==> src/sv/box_mean_filter_valid_region_defines.svh <==
// assertion helpers for the self-checking top level
`ifndef BOX_MEAN_FILTER_VALID_REGION_DEFINES_SVH
`define BOX_MEAN_FILTER_VALID_REGION_DEFINES_SVH

// condition that holds at every edge out of reset
`define BMF_ASSERT_ALWAYS(name, cond) \
   name: assert property (@(posedge clock) disable iff (reset) (cond)) \
      else $error("bmf check failed");

// same-cycle implication
`define BMF_ASSERT_IMPLIES(name, ante, cons) \
   name: assert property (@(posedge clock) disable iff (reset) (ante) |-> (cons)) \
      else $error("bmf check failed");

`endif

==> src/sv/bmf_pkg.sv <==
package bmf_pkg;

   localparam int CFG_W       = 11;
   localparam int POS_W       = 13;
   localparam int KERN_W      = 5;
   localparam int QUEUE_DEPTH = 4;
   localparam int QPTR_W      = 2;
   localparam int QCNT_W      = 3;

   localparam logic [1:0] CSR_IMAGE_WIDTH   = 2'd0;
   localparam logic [1:0] CSR_IMAGE_HEIGHT  = 2'd1;
   localparam logic [1:0] CSR_KERNEL_WIDTH  = 2'd2;
   localparam logic [1:0] CSR_KERNEL_HEIGHT = 2'd3;

   typedef struct packed {
      logic [7:0]        pixel;
      logic [POS_W-1:0]  row;
      logic [POS_W-1:0]  col;
      logic [KERN_W-1:0] slot;
      logic [KERN_W-1:0] kw;
      logic [KERN_W-1:0] kh;
      logic              emit;
      logic              last;
   } item_type;

   typedef struct packed {
      logic [QCNT_W-1:0] count;
      logic              full;
      logic              empty;
   } queue_status_type;

   typedef enum logic [2:0] {
      ST_IDLE,
      ST_READ,
      ST_ACCUM,
      ST_WRITE,
      ST_SUM,
      ST_DIVIDE,
      ST_OUTPUT
   } back_state_type;

endpackage

==> src/sv/bmf_front.sv <==
module bmf_front import bmf_pkg::*; #(
   parameter int MAX_WIDTH  = 1024,
   parameter int MAX_HEIGHT = 1024,
   parameter int MAX_KERNEL = 15
) (
   input  logic             clock,
   input  logic             reset,
   input  logic             csr_write_enable,
   input  logic [1:0]       csr_index,
   input  logic [CFG_W-1:0] csr_write_data,
   input  logic             req_valid,
   input  logic [7:0]       req_pixel,
   input  logic             req_frame_start,
   output logic             req_stall,
   input  logic             queue_full,
   output logic             push,
   output item_type         push_item
);

   localparam int CW         = $clog2(MAX_WIDTH);
   localparam int RW         = $clog2(MAX_HEIGHT);
   localparam int LINE_SLOTS = MAX_KERNEL - 1;
   localparam int SL_W       = $clog2(LINE_SLOTS);
   localparam int KC_W       = $clog2(MAX_KERNEL + 1);

   logic [CFG_W-1:0] img_w_ff, img_h_ff;
   logic [3:0]       ker_w_ff, ker_h_ff;
   logic [CW-1:0]    col_ff, col_in;
   logic [RW-1:0]    row_ff, row_in;
   logic [SL_W-1:0]  slot_ff, slot_in;

   logic [CW:0]      w, c1, cn;
   logic [RW:0]      h, r1, rn;
   logic [KC_W-1:0]  kw, kh;
   logic [SL_W-1:0]  s1;

   function automatic logic [SL_W-1:0] slot_inc(input logic [SL_W-1:0] s);
      slot_inc = (s == SL_W'(LINE_SLOTS - 1)) ? '0 : s + 1'b1;
   endfunction

   // clamp sizes: zero reads as one, large values saturate
   always_comb begin
      if (img_w_ff == '0) w = (CW+1)'(1);
      else if (32'(img_w_ff) > MAX_WIDTH) w = (CW+1)'(MAX_WIDTH);
      else w = (CW+1)'(img_w_ff);
      if (img_h_ff == '0) h = (RW+1)'(1);
      else if (32'(img_h_ff) > MAX_HEIGHT) h = (RW+1)'(MAX_HEIGHT);
      else h = (RW+1)'(img_h_ff);
      if (ker_w_ff == '0) kw = KC_W'(1);
      else if (32'(ker_w_ff) > MAX_KERNEL) kw = KC_W'(MAX_KERNEL);
      else kw = KC_W'(ker_w_ff);
      if (ker_h_ff == '0) kh = KC_W'(1);
      else if (32'(ker_h_ff) > MAX_KERNEL) kh = KC_W'(MAX_KERNEL);
      else kh = KC_W'(ker_h_ff);
   end

   assign req_stall = queue_full;
   assign push      = req_valid && !queue_full;

   // position of this pixel and of the next one
   always_comb begin
      c1 = req_frame_start ? '0 : {1'b0, col_ff};
      r1 = req_frame_start ? '0 : {1'b0, row_ff};
      s1 = req_frame_start ? '0 : slot_ff;
      if (c1 >= w) begin
         c1 = '0;
         r1 = r1 + 1'b1;
         s1 = slot_inc(s1);
      end
      if (r1 >= h) begin
         r1 = '0;
         s1 = '0;
      end
      cn = c1 + 1'b1;
      rn = r1 + 1'b1;
      if (cn >= w) begin
         col_in = '0;
         if (rn >= h) begin
            row_in  = '0;
            slot_in = '0;
         end else begin
            row_in  = rn[RW-1:0];
            slot_in = slot_inc(s1);
         end
      end else begin
         col_in  = cn[CW-1:0];
         row_in  = r1[RW-1:0];
         slot_in = s1;
      end
      push_item.pixel = req_pixel;
      push_item.row   = POS_W'(r1);
      push_item.col   = POS_W'(c1);
      push_item.slot  = KERN_W'(s1);
      push_item.kw    = KERN_W'(kw);
      push_item.kh    = KERN_W'(kh);
      push_item.emit  = (32'(r1) + 1 >= 32'(kh)) && (32'(c1) + 1 >= 32'(kw));
      push_item.last  = (32'(r1) == 32'(h) - 1) && (32'(c1) == 32'(w) - 1);
   end

   always_ff @(posedge clock) begin
      if (reset) begin
         img_w_ff <= CFG_W'(1024);
         img_h_ff <= CFG_W'(1024);
         ker_w_ff <= 4'd3;
         ker_h_ff <= 4'd3;
         col_ff   <= '0;
         row_ff   <= '0;
         slot_ff  <= '0;
      end else begin
         if (csr_write_enable) begin
            unique case (csr_index)
               CSR_IMAGE_WIDTH:   img_w_ff <= csr_write_data;
               CSR_IMAGE_HEIGHT:  img_h_ff <= csr_write_data;
               CSR_KERNEL_WIDTH:  ker_w_ff <= csr_write_data[3:0];
               CSR_KERNEL_HEIGHT: ker_h_ff <= csr_write_data[3:0];
               default: ;
            endcase
         end
         if (push) begin
            col_ff  <= col_in;
            row_ff  <= row_in;
            slot_ff <= slot_in;
         end
      end
   end

endmodule

==> config.mk <==
export PLATFORM = sky130hd
export DESIGN_NAME = bmf_front
export DESIGN_NICKNAME = d
export VERILOG_FILES = /design/src/sv/box_mean_filter_valid_region_defines.svh /design/src/sv/bmf_pkg.sv /design/src/sv/bmf_front.sv
export SDC_FILE = /design/constraint.sdc
export NUM_CORES = 1
export LEC_CHECK = 0
export BUFFER_PORTS_ARGS = -buffer_cell sky130_fd_sc_hd__buf_2
export CAP_MARGIN = 20
export CORE_AREA = 2 2 98 100
export CTS_BUF_LIST = sky130_fd_sc_hd__clkbuf_4 sky130_fd_sc_hd__clkbuf_8 sky130_fd_sc_hd__clkbuf_16
export DETAILED_ROUTE_END_ITERATION = 10
export DIE_AREA = 0 0 100 102
export HOLD_SLACK_MARGIN = 0.03
export PLACE_DENSITY = 0.86
export SYNTH_ARGS = -nofsm -noshare
export SYNTH_HDL_FRONTEND = slang
export SYNTH_SLANG_ARGS = --single-unit
==> constraint.sdc <==
create_clock -name clock -period 19 [get_ports clock]
set_input_delay 1.9 -clock clock [delete_from_list [all_inputs] [get_ports clock]]
set_output_delay 1.9 -clock clock [all_outputs]
set_load 0.01 [all_outputs]
# Word level (Yosys, flattened, before mapping)
# Index checks and enable logic that the tools add are counted.
# W data, S select, Z words.
# totals
reg_bits,54
output_inout_bits,53
elab_cells,65
in_bits,27
# op_classes
reduce_logical,13
add_sub_neg,9
order_cmp,8
mux,21
n_eq_ne,7
# ops
op,n
$mux W11,6
$eq A11 B32 Y1,2
$mux W10,6
$mux W4,9
$ge A11 B11 Y1,3
$add A11 B1 Y12 const B,2
$ge A12 B4 Y1,2
$sub A11 B1 Y12 const B,2
$add A11 B1 Y11 const B,2
$gt A11 B11 Y1 const B,2
$logic_not A11 Y1,2
$add A10 B1 Y11 const B,1
$ge A10 B11 Y1,1
$add A4 B1 Y4 const B,2
$eq A4 B4 Y1 const B,2
$logic_not A4 Y1,2
$reduce_and A2 Y1,4
$eq A2 B2 Y1 const B,2
$logic_and A1 B1 Y1,3
$eq A2 B1 Y1 const B,1
$logic_not A2 Y1,1
$logic_not A1 Y1,1

# Longest topological paths before layout
# depth
ltp_word,11
ltp_mapped,33
mapped_depth_nobuf,31

# Worst setup path before layout
# Ideal clock, no wire load.
# synth_timing
path_type,input -> output
startpoint,input req_frame_start
endpoint,output push_item[1] in the netlist's numbering
cell_stages,23
slack_ps,9941
path_buffers,4
arrival_ps,7159
t_required_ps,17100
path_cell_list,clkbuf_1 > clkbuf_1 > nor2b_1 > ha_1 > a211oi_1 > nor3_2 > a21oi_1 > nand2_1 > buf_2 > xnor2_1 > ha_1 > nand2b_1 > a211oi_1 > o311a_1 > nor2_1 > clkbuf_1 > a21oi_1 > ha_1 > a21boi_1 > nand3_1 > or4_1 > o21ai_0 > a41oi_1
# synth_lines
item,line,text
start: declaration,bmf_front.sv:13,"input logic req_frame_start,"
end: declaration,bmf_front.sv:17,output item_type push_item

==> results.cfg <==
[final_layout]
layout.nets = 854
most-common-layout-cells = 89 x nor2_1, 58 x nand2_1, 58 x ha_1
multiInputGateArea_mm2 = 0.00423
stdcell_count = 881
drive_gt1_share_pct = 12.1
area_delta_synth_final_pct = 4.94
nFillCells = 829
seq_area_mm2 = 0.00108
stdcell_area_mm2 = 0.00598
final_common_cell = nor2_1
diodes = 0

[routing]
drcViolationCount = 0
drt_iter0_drc = 489
vias = 5734
wire_per_inst_um = 18.9
ant_nets = 0
wl_um = 16600
dr.pass1.iters = 5
viasPerCell = 6.51

[pwr]
vdd.ir_drop.worst_v = 0.0000418
leakagePower_uw = 0.00252
cellPowerDensity_mw_per_mm2 = 45.2
finalPower_uw = 270

[timing]
final.setup.tns_ps = 0
max_freq_mhz = 95.6
worstMarginPinSlew_ps = 1040
period_needed_ps = 10460
finalHoldViolations = 0
setup_violations = 0
post-route-period-util_pct = 55.0
slew_viol_final = 0
rsz0062_at_grt = no
worst_hold_slack_ps = 464
relSlewSlack_pct = 30.8
finClkSkew_ps = 7.94

[clock_network]
clk_pin_slew_ps = 110
post_cts_resized = 0
post_cts_buffers = 0
cts_root_buf = clkbuf_8
ctsHoldBuffers = 0
cts_tree = built
clock_path_buffers = 2
clock-sinks = 54
cts_max_level = 2
cts_buffers = 5
worstSkewPairLatency_ps = 310

[min_path]
hold_depth = 2
hold_path_class = reg2reg

[critical_path]
worst-path-max-fanout = 26
critPathLaunchType = primary input
cp_top_family = simple AND/OR/NAND/NOR gates
slowest_delay_ps = 790
path_class = in2out
crit_chain = buf_2 > inv_1 > nand2_1 > inv_1 > ha_1 > a2111oi_4 > nor4_2 > nor2_1 > o31ai_1 > and2_1 > inv_1 > ha_1 > a21oi_1 > nor4b_1 > o311a_1 > nor2_1 > nor2_1 > ha_1 > a21boi_1 > nand3_1 > or4_1 > o21ai_0 > a41oi_1 > buf_2
arrival_ps = 8560
required_ps = 17100
reg2regPathDepth = 31
cp_num_buf_inv = 5
worstSetupPathDepth = 24
crit_slowest_cell = nor4_2
end_kind = output port

[grt]
grt_pass1_wl_um = 27000
grt_max_degree = 55
grt_overflow = 0
grt_pass1_vias = 5312
grt_antenna_before_repair = 0
grtUsageTotal_pct = 32.9

[floorplanning]
dieArea_mm2 = 0.0102
ios = 80
die_w_um = 100
row_count = 35
die_y_um = 102
start_util_pct = 62.6
coreArea_mm2 = 0.00911

[logic_synthesis]
yosys.area.top_type_share_pct = 19.0
ys_types = 78
yosys-top-cells-area = dfxtp_1 19%, ha_1 13%, nor2_1 5.9%
synth_edf_count = 0
seq_area_frac_synth_pct = 19.0
synth.cell_area_mm2 = 0.00570
synth_top_cell_by_area = dfxtp_1
ys_ff_latch = 54
async_flop_share_pct = 0
ys_warn_count = 0
avgSynthCellArea_um2 = 7.53
synthCells = 757
synthFlopType = dfxtp_1

[job]
maxCapViolations = 0

[place]
routabilityCongestion = 0.999
place_inst = 873
dpl_cell_area_mm2 = 0.00586
dp_hpwl_um = 12900
io_buffers = 55

[status]
outcome = finished, final reports clean
-- report_power, final --
group,switching [uW],internal [uW]
combinational,39.9,24.9
clock,43.0,40.1
sequential,5.41,117
total,88.3,182
-- cell usage after synthesis, types with 3 or more instances --
| master | instances |
|---|---|
| a211o_1 | 6 |
| a211oi_1 | 14 |
| a21boi_0 | 3 |
| a21o_1 | 6 |
| a21oi_1 | 34 |
| a221oi_1 | 4 |
| a22oi_1 | 9 |
| a311oi_1 | 3 |
| a31oi_1 | 13 |
| and2_1 | 12 |
| and3_1 | 7 |
| and4_1 | 3 |
| buf_1 | 5 |
| buf_2 | 4 |
| buf_4 | 17 |
| clkbuf_1 | 32 |
| dfxtp_1 | 54 |
| ha_1 | 58 |
| inv_1 | 28 |
| mux2_2 | 3 |
| mux2i_1 | 27 |
| nand2_1 | 58 |
| nand2b_1 | 20 |
| nand3_1 | 34 |
| nand3b_1 | 7 |
| nand4_1 | 8 |
| nand4b_1 | 4 |
| nor2_1 | 89 |
| nor2b_1 | 20 |
| nor3_1 | 20 |
| nor3b_1 | 6 |
| nor4_1 | 6 |
| o211ai_1 | 11 |
| o21a_1 | 4 |
| o21ai_0 | 30 |
| or2_2 | 5 |
| or3_1 | 7 |
| or4_1 | 3 |
| xnor2_1 | 19 |
| xor2_1 | 17 |
-- metrics by stage --
| stage | util (%) | worst slack [ps] |
|---|---|---|
| 6_report | 65.6 | 8540 |
| 5_1_grt | 65.6 | 8020 |
| 4_1_cts | 65.6 | 8710 |
| 3_5_place_dp | 64.4 | 8720 |
| 3_3_place_gp | 64.4 | 8910 |
| 2_1_floorplan | - | 9940 |
-- layer usage --
layer	vias up	wire length [um]	global-route usage, %
met5	-	0	0
met4	0	298	7.06
met3	28	1580	5.13
met2	289	7710	55.4
met1	2690	7060	44.9
li1	2727	-	-
-- layout make-up --
type / count / share of cell area (%)
Multi-Input combinational cell: 620 / 70.8
Sequential cell: 54 / 18.1
Timing Repair Buffer: 58 / 4.98
Tap cell: 111 / 2.32
Inverter: 30 / 1.88
Clock buffer: 5 / 1.15
Clock inverter: 3 / 0.795
-- kinds of logic (layout without fill, tap and decap cells) --
kind of cell | after synthesis | count (layout) | synth area share [%]
muxes | 31 | 31 | 5.58
adders and majority gates | 58 | 58 | 12.7
and+or+nand+nor | 321 | 321 | 29.3
DFF | 54 | 54 | 19.0
AOI/OAI and AO/OA | 166 | 166 | 20.5
xor gates and xnor gates | 36 | 36 | 5.53
other | 1 | 8 | 0.0658
buffers and inverters | 90 | 96 | 7.29
-- flip-flops by register name (all words and copies together), names as in the netlist --
signal and cells:
row_ff 10, ker_h_ff 4, slot_ff 4, ker_w_ff 4
col_ff 10, img_w_ff 11, img_h_ff 11
-- worst paths after layout --
kind	start	endpoint	slack, ps
worst max-delay path	req_frame_start	push_item[1]	8540
worst min-delay path	col_ff[1]$_SDFFE_PP0P_	col_ff[1]$_SDFFE_PP0P_	460
worst max register to register	img_w_ff[3]$_SDFFE_PP0P_	row_ff[0]$_SDFFE_PP0P_	9910
worst min register to register	col_ff[1]$_SDFFE_PP0P_	col_ff[1]$_SDFFE_PP0P_	460
-- tightest hold or removal path: stages (launching register included) --
cell,delay (ps)
dfxtp_1,330
nand2_1,50
a21oi_1,50
Power figures use the tool's default switching activity.
