==> config.mk <==
export PLATFORM = sky130hd
export DESIGN_NAME = bmf_queue
export DESIGN_NICKNAME = d
export VERILOG_FILES = /design/src/sv/box_mean_filter_valid_region_defines.svh /design/src/sv/bmf_pkg.sv /design/src/sv/bmf_queue.sv
export SDC_FILE = /design/constraint.sdc
export NUM_CORES = 1
export LEC_CHECK = 0
export ABC_AREA = 1
export BUFFER_PORTS_ARGS = -buffer_cell sky130_fd_sc_hd__buf_4
export CELL_PAD_IN_SITES_DETAIL_PLACEMENT = 1
export CELL_PAD_IN_SITES_GLOBAL_PLACEMENT = 1
export CORE_MARGIN = 5
export CORE_UTILIZATION = 40
export DETAILED_ROUTE_END_ITERATION = 8
export PLACE_DENSITY = 0.71
export SKIP_CTS_REPAIR_TIMING = 1
export SLEW_MARGIN = 10
export SYNTH_ARGS = -nofsm -noshare
export SYNTH_HDL_FRONTEND = slang
export SYNTH_SLANG_ARGS = --single-unit
==> constraint.sdc <==
create_clock -name clock -period 2.15 [get_ports clock]
set_input_delay 0.215 -clock clock [delete_from_list [all_inputs] [get_ports clock]]
set_output_delay 0.215 -clock clock [all_outputs]
set_load 0.01 [all_outputs]
==> src/sv/box_mean_filter_valid_region_defines.svh <==
// assertion helpers for the self-checking top level
`ifndef BOX_MEAN_FILTER_VALID_REGION_DEFINES_SVH
`define BOX_MEAN_FILTER_VALID_REGION_DEFINES_SVH

// condition that holds at every edge out of reset
`define BMF_ASSERT_ALWAYS(name, cond) \
   name: assert property (@(posedge clock) disable iff (reset) (cond)) \
      else $error("bmf check failed");

// same-cycle implication
`define BMF_ASSERT_IMPLIES(name, ante, cons) \
   name: assert property (@(posedge clock) disable iff (reset) (ante) |-> (cons)) \
      else $error("bmf check failed");

`endif

==> src/sv/bmf_pkg.sv <==
package bmf_pkg;

   localparam int CFG_W       = 11;
   localparam int POS_W       = 13;
   localparam int KERN_W      = 5;
   localparam int QUEUE_DEPTH = 4;
   localparam int QPTR_W      = 2;
   localparam int QCNT_W      = 3;

   localparam logic [1:0] CSR_IMAGE_WIDTH   = 2'd0;
   localparam logic [1:0] CSR_IMAGE_HEIGHT  = 2'd1;
   localparam logic [1:0] CSR_KERNEL_WIDTH  = 2'd2;
   localparam logic [1:0] CSR_KERNEL_HEIGHT = 2'd3;

   typedef struct packed {
      logic [7:0]        pixel;
      logic [POS_W-1:0]  row;
      logic [POS_W-1:0]  col;
      logic [KERN_W-1:0] slot;
      logic [KERN_W-1:0] kw;
      logic [KERN_W-1:0] kh;
      logic              emit;
      logic              last;
   } item_type;

   typedef struct packed {
      logic [QCNT_W-1:0] count;
      logic              full;
      logic              empty;
   } queue_status_type;

   typedef enum logic [2:0] {
      ST_IDLE,
      ST_READ,
      ST_ACCUM,
      ST_WRITE,
      ST_SUM,
      ST_DIVIDE,
      ST_OUTPUT
   } back_state_type;

endpackage

==> src/sv/bmf_queue.sv <==
module bmf_queue import bmf_pkg::*; (
   input  logic             clock,
   input  logic             reset,
   input  logic             push,
   input  item_type         push_item,
   input  logic             pop,
   output item_type         head_item,
   output queue_status_type status
);

   item_type          entry_ff [QUEUE_DEPTH];
   logic [QPTR_W-1:0] wr_ptr_ff, rd_ptr_ff;
   logic [QCNT_W-1:0] count_ff;

   assign head_item    = entry_ff[rd_ptr_ff];
   assign status.count = count_ff;
   assign status.full  = (count_ff == QCNT_W'(QUEUE_DEPTH));
   assign status.empty = (count_ff == '0);

   always_ff @(posedge clock) begin
      if (push) entry_ff[wr_ptr_ff] <= push_item;
   end

   always_ff @(posedge clock) begin
      if (reset) begin
         wr_ptr_ff <= '0;
         rd_ptr_ff <= '0;
         count_ff  <= '0;
      end else begin
         if (push) wr_ptr_ff <= wr_ptr_ff + 1'b1;
         if (pop)  rd_ptr_ff <= rd_ptr_ff + 1'b1;
         if (push && !pop)      count_ff <= count_ff + 1'b1;
         else if (pop && !push) count_ff <= count_ff - 1'b1;
      end
   end

endmodule

# Word-level counts from Yosys, hierarchy flattened
# Memory sizes are Yosys's and may differ from the RTL's. A register that Yosys moved wholly into a read port is not among the register bits.
# Cells that the tools add are included.
# word_totals
register_bits	7
ram_bits	204
inputBits	55
out_inout_bits	56
word_cells	21
mem_count	1
# op_classes
add_sub_neg	4
n_eq_ne	1
muxes	6
reduce_logical	6
# memory_table
memory	words	word_bits	rd	rd_clocked_by_memory_dff	write_ports	line_no	rtl
entry_ff	4	51	1	1	1	bmf_queue.sv:11	item_type entry_ff [QUEUE_DEPTH];
# op_table
cell	n
$mux W3	2
$add A2 B1 Y2 const B	2
$mux W2	2
$add A3 B1 Y3 const B	1
$eq A3 B3 Y1 const B	1
$logic_not A3 Y1	1
$sub A3 B1 Y3 const B	1
$logic_and A1 B1 Y1	2
$logic_not A1 Y1	2
$mux W1	2
$reduce_bool A2 Y1	1

# Depth between registers and ports, before layout
# Gate-level depths: netlist of run 1.
# logic_depth
depth_word	4
mapped_depth	10
depth_no_buf	10

# Worst setup path after synthesis of run 1
# No wires, ideal clock.
# synth_timing
path_kind	register to register
from	register wr_ptr_ff[0]
to	memory entry_ff[2][0] (netlist name), enable pin
setup_time_ns	0.405
t_arrival_ns	1.585
t_required_ns	1.745
setup_slack_ns	0.160
stages_incl_launch_ff	5
path_buffers	0
synth_period_minus_slack_ns	1.990
path_cell_list	dfxtp_1 > inv_1 > ha_1 > nand2_1 > inv_1
# synth_rtl
item	line_no	rtl
from (decl)	bmf_queue.sv:12	logic [QPTR_W-1:0] wr_ptr_ff, rd_ptr_ff;
from (signal assigned)	bmf_queue.sv:30	if (push) wr_ptr_ff <= wr_ptr_ff + 1'b1;
to (decl)	bmf_queue.sv:11	
# Straight into the memory's write port.

==> impl_metrics.json, run 1 <==
{
  "synth-seq-cells": 213,
  "htreeDepth": 1,
  "status": "finished clean",
  "fin_worst_skew_ns": 0.01255,
  "place_congestion": 0.7307,
  "ir_drop_uv": 471.7,
  "clock-root-buffer": "clkbuf_16",
  "critPathLaunchType": "register",
  "post-route-util_pct": 53.00,
  "synth_seq_area_share_pct": 78.46,
  "drt_wl_total_um": 19680,
  "clkTransAtPathRegs_ns": 0.06,
  "wire_per_inst_um": 19.66,
  "area.growth.synth_to_final_pct": 29.59,
  "critPathKind": "register to output port",
  "dr.pass1.iters": 4,
  "core_sq_um": 19650,
  "cp-end-kind": "output port",
  "drt_drc_violations_left": 0,
  "ios": 111,
  "fin_crit_ns": 1.996,
  "row_count": 51,
  "die_area_sq_um": 23030,
  "asyncSetResetFlopFracSynth_pct": 0,
  "dr_total_vias": 5157,
  "syn_inst": 551,
  "first_global_vias": 5380,
  "yosys_warnings": 0,
  "maxCapViolCount": 0,
  "cts.sinks": 213,
  "cp_common_cell": "buf_4",
  "initial_core_util_pct": 40.90,
  "grt_max_degree": 103,
  "cp_data_required_time_ns": 1.93,
  "r2r-end": "entry_ff[3][29]",
  "crit_arrival_ns": 1.78,
  "antenna_found_initial": 0,
  "port_buffers": 110,
  "critPathMaxStageDelay_ns": 0.38,
  "fin_crit_sh_pct": 92.85,
  "min_from": "pop",
  "dp_hpwl_um": 11280,
  "rrSetupSlack_ns": 0.76,
  "power_density_nw_per_um2": 919.6,
  "fill_cells": 1984,
  "die_h_um": 151.8,
  "hold_path_class": "input port to register",
  "ant_nets": 0,
  "worstSkewPairLatency_ns": 0.49,
  "cp_slowest_cell": "dfxtp_4",
  "synth_top_flop_cell": "edfxtp_1",
  "viasPerCell": 5.152,
  "grt_overflow": 0,
  "grt_first_pass_wirelength_um": 28800,
  "die_w_um": 151.8,
  "drv_slew": 0,
  "hold_violations": 0,
  "grt_use_total_pct": 16.18,
  "synth_cell_types": 21,
  "leakage_nw": 3.740,
  "cts_tree": "yes",
  "avgSynthCellArea_sq_um": 14.59,
  "path_cells": "inv_6, buf_4, nor2_1, o22ai_1, buf_4",
  "design_area_sq_um": 10420,
  "drt_iter0_markers": 224,
  "reg2regPathDepth": 4,
  "r2r-start": "wr_ptr_ff[0]",
  "cts.path.max_buffers": 3,
  "max_freq_mhz": 500.9,
  "syn_nets": 612,
  "synth_area_sq_um": 8038,
  "drive_gt1_share_pct": 22.42,
  "worst_pin_slew_ns": 0.4511,
  "finalSetupViolCount": 0,
  "synth_edf_count": 204,
  "path_max_fanout": 24,
  "cts_buffers": 22,
  "hold_depth": 4,
  "rsz0062_at_grt": "no",
  "final_nets": 781,
  "diodes": 0,
  "placed_cell_area_sq_um": 9135,
  "slew_headroom_pct": 69.92
}
cells by family (layout without fill, tap and decap cells):
group,after synthesis,after routing,synth area share [%]
xor+xnor,1,1,0.1090
buf+inv,49,234,3.861
flops,213,213,78.46
fa+ha+maj,6,6,1.027
simple gates,121,121,5.728
compound gates,161,161,10.82
power breakdown:
part / leakage [nW] / internal, mW / total (mW) / switching [mW]
logic: 1.44 / 0.483 / 1.10 / 0.620
clock network: 0.350 / 2.21 / 3.68 / 1.47
registers: 1.95 / 4.74 / 4.80 / 0.0598
worst max path at each step:
stage	from	to	slack, ns
floorplan	wr_ptr_ff[0]	entry_ff[2][0]	0.16
global placement	register	head_item[45]	0.56
detailed placement	register	head_item[45]	0.51
CTS	register	head_item[45]	-0.03
global route	register	head_item[41]	0.02
finish	register	head_item[5]	0.15
cell usage after synthesis (all sizes together), types with 2 or more instances:
cell type	count	area share [%]
a21oi	3	0.19
buf	24	2.7
clkbuf	8	0.40
dfxtp	9	2.2
edfxtp	204	76
ha	5	0.78
inv	17	0.79
nand2	9	0.42
nor2	108	5.0
nor3	2	0.12
o21ai	107	6.7
o22ai	51	4.0
metrics by stage:
step | setup WS [ns] | TNS, ns | cells | hold slack (ns) | power (mW)
detailed placement | 0.5061 | 0 | 908 | 0.3847 | 5.903
floorplan | 0.1601 | 0 | 551 | 0.2874 | 5.380
CTS | -0.03405 | -0.03405 | 948 | -0.1291 | 9.601
global placement | 0.5551 | 0 | 908 | 0.3833 | 5.851
finish | 0.1538 | 0 | 1001 | 0.07494 | 9.579
global route | 0.01922 | 0 | 1001 | 0.06684 | 9.992
critical path, delay by kind of cell, from the launching register on:
kind / cells / cell delay, ns
compound gates: 1 / 0.21
buf+inv: 3 / 0.61
flops: 1 / 0.38
simple gates: 1 / 0.08
routing by layer:
layer,GRT usage [%],vias up,routed length [um]
li1,-,2395,-
met4,3.953,0,314
met5,0,-,0
met2,28.84,108,9866
met3,3.807,26,835
met1,19.92,2628,8659
cell usage in the layout, fill, tap and decap left out:
cell type / n
clkbuf_1: 6
dfxtp_4: 1
buf_4: 116
fa_1: 1
o21ai_1: 60
ha_1: 5
nor2_1: 108
nor3_1: 2
buf_16: 1
xor2_1: 1
o22ai_1: 50
edfxtp_1: 204
a21oi_1: 3
clkbuf_16: 24
inv_1: 11
buf_12: 5
nand4_1: 1
nand3_1: 1
o21ai_0: 47
dfxtp_2: 1
inv_2: 4
bufinv_16: 1
buf_6: 2
clkinv_1: 3
clkinv_2: 4
nand2_1: 9
dfxtp_1: 7
clkbuf_8: 4
inv_6: 1
o22ai_2: 1
dlygate4sd3_1: 52
layout make-up:
class	instances	area (sq um)	share of cell area [%]
clock buffers	33	653.1	6.270
well taps	265	331.6	3.183
clock inverters	7	56.30	0.5405
multi-input cells	289	1428	13.71
flip-flops and latches	213	6311	60.59
inverters	17	70.07	0.6727
repair buffers	177	1567	15.04
state kept, by name, indices dropped and copies added, names as in the netlist, named ones only:
register / flops
entry_ff: 204
count_ff: 3
rd_ptr_ff: 2
wr_ptr_ff: 2
Note: power is estimated with default switching activity, not from simulation.
==> run 2, diff against run 1 <==
==> constraint.sdc (replaced) <==
create_clock -name clock -period 2.15 [get_ports clock]
set_input_delay 0.3225 -clock clock [delete_from_list [all_inputs] [get_ports clock]]
set_output_delay 0.3225 -clock clock [all_outputs]
set_load 0.01 [all_outputs]
==> run 2 against run 1 <==
  * Global-route usage is 0.55 points higher
  * Utilization is 1.8 points lower
  * Critical path depth is 1 lower
  * Register-to-register slack worse by 0.12 ns
  * Routed wire length is 0.97% higher
  * Hold slack worse by 0.046 ns
  * Die area stayed put
  * Clock power is 5% higher
  * Largest cell class unchanged
  * Fmax is 4.7% lower
  * Setup slack worse by 0.098 ns
  * Final area is 3.3% lower
  * Combinational power hardly changed
==> impl_metrics.json, run 2 (synthesized netlist as in run 1, its figures left out) <==
{
  "status": "finished clean",
  "grt_use_total_pct": 16.73,
  "dr.pass1.iters": 6,
  "path_max_fanout": 60,
  "port_buffers": 110,
  "cp_slowest_cell": "dfxtp_4",
  "path_buf_inv": 2,
  "cts_buffers": 23,
  "tns_ns": 0,
  "core_sq_um": 19650,
  "ir_drop_uv": 501.9,
  "initial_core_util_pct": 40.90,
  "routed-wl-met2_um": 9989,
  "grt_first_pass_wirelength_um": 29740,
  "row_count": 51,
  "mostFrequentLayoutCell": "edfxtp_1",
  "drt_drc_violations_left": 0,
  "hold_violations": 0,
  "crit_family": "buffers and inverters",
  "fin_worst_skew_ns": 0.005282,
  "leakage_nw": 3.600,
  "antenna_found_initial": 1,
  "slew_headroom_pct": 73.89,
  "drt_iter0_markers": 348,
  "wire_per_inst_um": 20.84,
  "clock-root-buffer": "clkbuf_16",
  "switching_share_pct": 22.26,
  "clkTransAtPathRegs_ns": 0.06,
  "first_global_vias": 5466,
  "post-route-util_pct": 51.24,
  "die_area_sq_um": 23030,
  "critPathLaunchType": "register",
  "final_nets": 735,
  "maxCapViolCount": 0,
  "r2r-start": "wr_ptr_ff[0]",
  "cp_data_required_time_ns": 1.83,
  "grt_overflow": 0,
  "critPathKind": "register to output port",
  "fin_cells": 953,
  "drive_gt1_share_pct": 25.15,
  "p_comb_share_pct": 11.0,
  "rsz0062_at_grt": "yes",
  "final_cell_mix": "edfxtp_1, buf_4, nor2_1, o21ai_1",
  "viasPerCell": 5.291,
  "die_w_um": 151.8,
  "dpl.cell_count": 906,
  "largest_reg_flops": 204,
  "place_congestion": 0.7736,
  "dr.max_layer_used": "met5",
  "cts.sinks": 213,
  "dp_hpwl_um": 11500,
  "p_seq_share_pct": 49.3,
  "crit_arrival_ns": 1.77,
  "critPathMaxStageDelay_ns": 0.44,
  "htreeDepth": 1,
  "wl_met3_um": 1448,
  "internal-power_mw": 7.568,
  "grt_max_degree": 61,
  "drv_slew": 0,
  "fin_crit_ns": 2.094,
  "ios": 111,
  "worst_pin_slew_ns": 0.3916,
  "hold_path_class": "input port to register",
  "ant_nets": 0,
  "dr_total_vias": 5042,
  "power_density_nw_per_um2": 966.7,
  "top_regs": "entry_ff x204, count_ff x3",
  "cts_tree": "yes",
  "max_freq_mhz": 477.4,
  "diodes": 0,
  "power.total_mw": 9.734,
  "die_h_um": 151.8,
  "clkPwrFrac_pct": 39.6,
  "fin_crit_sh_pct": 97.42,
  "worstSkewPairLatency_ns": 0.49,
  "met1_length_um": 8053,
  "min_from": "push_item[41]",
  "area.growth.synth_to_final_pct": 25.28,
  "largest_register": "entry_ff",
  "drt_wl_total_um": 19870,
  "cts.path.max_buffers": 3,
  "cp-end-kind": "output port",
  "p_switching_mw": 2.167,
  "path_cells": "buf_16, o21ai_1, o22ai_1, buf_4",
  "finalSetupViolCount": 0,
  "rrSetupSlack_ns": 0.64
}
[run 2: power by group through the flow]
stage / Combinational (mW) / Sequential, mW / Clock, mW
floorplan: 0.502 / 4.88 / 0
global placement: 0.982 / 4.88 / 0
detailed placement: 1.03 / 4.90 / 0
CTS: 1.03 / 4.81 / 3.96
global route: 1.17 / 4.81 / 4.16
finish: 1.07 / 4.80 / 3.86
[run 2: routing by layer]
metal / vias up / track usage [%]
li1: 2310 / -
met1: 2567 / 21.02
met2: 132 / 29.09
met3: 31 / 4.253
met4: 2 / 4.178
met5: - / 0
[run 2: final timing paths]
check	endpoint	cells past startpoint
max	head_item[21]	4
min	entry_ff[2][41]	1
max reg2reg	entry_ff[2][2]	5
min reg2reg	register	1
[run 2: stage by stage]
step / setup WS [ns] / instance area (sq um) / hold WS [ns]
detailed placement: 0.2814 / 9170 / 0.4307
floorplan: 0.1601 / 8038 / 0.3949
CTS: -0.2584 / 9908 / -0.02520
finish: 0.05553 / 10070 / 0.02899
global placement: 0.4018 / 9170 / 0.4204
global route: -0.03166 / 10070 / 0.008131
[run 2: area by class of cell]
type | count | area (sq um)
clock buffer | 29 | 618.1
inverter | 17 | 71.32
clock inverter | 10 | 120.1
multi-input combinational | 289 | 1453
tap | 265 | 331.6
timing repair buffer | 130 | 1165
fill | 1985 | 9584
sequential | 213 | 6311
==> run 3, diff against run 2 <==
--- a/config.mk
+++ b/config.mk
@@ -5,14 +5,14 @@
 export SDC_FILE = /design/constraint.sdc
 export NUM_CORES = 1
 export LEC_CHECK = 0
-export ABC_AREA = 1
+export ABC_AREA = 0
 export BUFFER_PORTS_ARGS = -buffer_cell sky130_fd_sc_hd__buf_4
 export CELL_PAD_IN_SITES_DETAIL_PLACEMENT = 1
 export CELL_PAD_IN_SITES_GLOBAL_PLACEMENT = 1
 export CORE_MARGIN = 5
 export CORE_UTILIZATION = 40
 export DETAILED_ROUTE_END_ITERATION = 8
-export PLACE_DENSITY = 0.71
+export PLACE_DENSITY = 0.68
 export SKIP_CTS_REPAIR_TIMING = 1
 export SLEW_MARGIN = 10
 export SYNTH_ARGS = -nofsm -noshare
==> run 3 against run 2 <==
  * The flow now finishes with violations (negative setup slack)
  * Non-clock buffer count up 1
  * Synthesized area down 2.4%
  * Power down 0.16%
  * Sequential share of layout area up 0.10 points
  * Die area down 2.2%
  * Setup slack worse by 0.071 ns
  * Fmax down 3.3%
  * Synthesized cell count down 44%
  * Final area down 0.16%
  * First-iteration DRC count down 52%
  * Largest cell class unchanged
  * Largest power group unchanged
==> impl_metrics.json, run 3 <==
{
  "path_cells": "buf_4, buf_12, mux4_2, buf_6",
  "final.setup.worst_slack_ns": -0.01585,
  "status": "complete, but fails checks",
  "drt_drc_violations_left": 0,
  "core_sq_um": 19400,
  "finalSetupViolCount": 4,
  "grt_max_degree": 35,
  "clock-root-buffer": "clkbuf_16",
  "wire_per_inst_um": 21.12,
  "port_buffers": 110,
  "placed_cell_area_sq_um": 9034,
  "post-synth-top-area-cell": "edfxtp_1",
  "final_nets": 515,
  "fin_worst_skew_ns": 0.004991,
  "cts.sinks": 213,
  "critPathLaunchType": "register",
  "ys_top_cells_by_area": "edfxtp_1, mux4_2, dfxtp_1",
  "critPathKind": "register to output port",
  "synth_seq_area_share_pct": 80.36,
  "fin_crit_sh_pct": 100.7,
  "hold_slack_ns": 0.03103,
  "cts.path.max_buffers": 3,
  "row_count": 51,
  "violations": "negative setup slack",
  "worst_pin_slew_ns": 0.7121,
  "diodes": 0,
  "grt_use_total_pct": 13.41,
  "cts_tree": "yes",
  "ios": 111,
  "fin_crit_ns": 2.166,
  "final_cell_mix": "edfxtp_1, buf_4, mux4_2, buf_6, clkbuf_16",
  "drive_gt1_share_pct": 46.38,
  "area.growth.synth_to_final_pct": 28.11,
  "syn_nets": 372,
  "synth_top_flop_cell": "edfxtp_1",
  "cts_buffers": 23,
  "drv_slew": 0,
  "mostFrequentLayoutCell": "edfxtp_1",
  "dr_total_vias": 3581,
  "critPathMaxStageDelay_ns": 0.55,
  "clkTransAtPathRegs_ns": 0.06,
  "rsz0062_at_grt": "yes",
  "largest_reg_flops": 204,
  "cp-end-kind": "output port",
  "grt_first_pass_wirelength_um": 23070,
  "place_congestion": 0.6727,
  "die_h_um": 150.1,
  "design_area_sq_um": 10050,
  "leakage_nw": 3.441,
  "min_from": "push_item[0]",
  "top_regs": "entry_ff x204, count_ff x3",
  "avgSynthCellArea_sq_um": 25.23,
  "viasPerCell": 4.872,
  "first_global_vias": 4121,
  "max_freq_mhz": 461.7,
  "synth-seq-cells": 213,
  "grt_overflow": 0,
  "antenna_found_initial": 0,
  "htreeDepth": 1,
  "synth.top_cell.area_share_pct": 78.06,
  "synth_edf_count": 204,
  "hold_violations": 0,
  "dr.pass1.iters": 4,
  "r2r-start": "wr_ptr_ff[0]",
  "dp_hpwl_um": 9283,
  "hold_path_class": "input port to register",
  "worstSkewPairLatency_ns": 0.49,
  "ant_nets": 0,
  "initial_core_util_pct": 40.45,
  "syn_inst": 311,
  "slew_headroom_pct": 52.53,
  "synthMostInstantiatedCell": "edfxtp_1",
  "crit_arrival_ns": 1.84,
  "asyncSetResetFlopFracSynth_pct": 0,
  "maxCapViolCount": 0,
  "synth_cell_types": 23,
  "cp_data_required_time_ns": 1.83,
  "cp_slowest_cell": "mux4_2",
  "ir_drop_uv": 587.5,
  "largest_register": "entry_ff",
  "power_density_nw_per_um2": 966.7,
  "yosys_warnings": 0,
  "drt_wl_total_um": 15520,
  "die_w_um": 150.1,
  "drt_iter0_markers": 167,
  "path_max_fanout": 9,
  "synth_area_sq_um": 7848,
  "synthTopCellsByCount": "edfxtp_1, mux4_2, dfxtp_1, nor2_1",
  "die_area_sq_um": 22520
}
## run 3: kinds of logic (layout without fill, tap and decap cells)
family                     count (synthesis)  in the layout  synth area share [%]
buffers and inverters                     17            176                 2.025
xor gates and xnor gates                   5              5                0.5581
adders and majority gates                  6              6                 1.052
DFF                                      213            213                 80.36
muxes                                     53             53                 14.94
AOI/OAI and AO/OA                          2              2                0.1274
and+or+nand+nor                           15             15                0.9407
## run 3: final timing paths
kind | end | slack (ns) | cells past startpoint
max reg2reg | entry_ff[2][9] | 0.33 | 4
min reg2reg | register | 0.53 | 2
min | entry_ff[0][0] | 0.03 | 1
max | head_item[25] | -0.02 | 4
## run 3: area by class of cell
cell class / instances / area [sq um]
inverters: 4 / 15.01
clock buffers: 31 / 605.6
well taps: 265 / 331.6
repair buffers: 131 / 1303
multi-input cells: 81 / 1388
clock inverters: 10 / 100.1
fillers: 1746 / 9345
flip-flops and latches: 213 / 6311
## run 3: stage by stage
stage	setup slack (ns)	power [mW]	utilization (%)	TNS, ns	cells
2_1_floorplan	0.5275	5.470	-	0	311
3_3_place_gp	0.3396	5.955	46.57	0	683
3_5_place_dp	0.2674	5.995	46.57	0	683
4_1_cts	-0.1995	9.688	50.21	-6.502	724
5_1_grt	-0.07878	10.15	51.83	-2.969	735
6_report	-0.01585	9.719	51.83	-0.02038	735
## run 3: worst max-delay path: cells and delay by family (launching register included)
family                 cells  cell delay [ns]
buffers and inverters      3             0.42
muxes                      1             0.55
DFF                        1             0.37
## run 3: report_power, final
group / switching (mW) / total [mW] / internal [mW] / leakage, nW
combinational: 0.543 / 1.22 / 0.673 / 1.15
sequential: 0.0614 / 4.83 / 4.76 / 1.95
clock: 1.47 / 3.68 / 2.21 / 0.344
total: 2.07 / 9.72 / 7.65 / 3.44
## run 3: layer usage
layer  vias up  part of all wire, %  global-route usage [%]
met2        89                   51                   23.07
li1       1594                    -                       -
met5         -                    0                       0
met3        24                  6.1                   3.664
met1      1874                   41                   16.80
met4         0                  1.9                   3.705
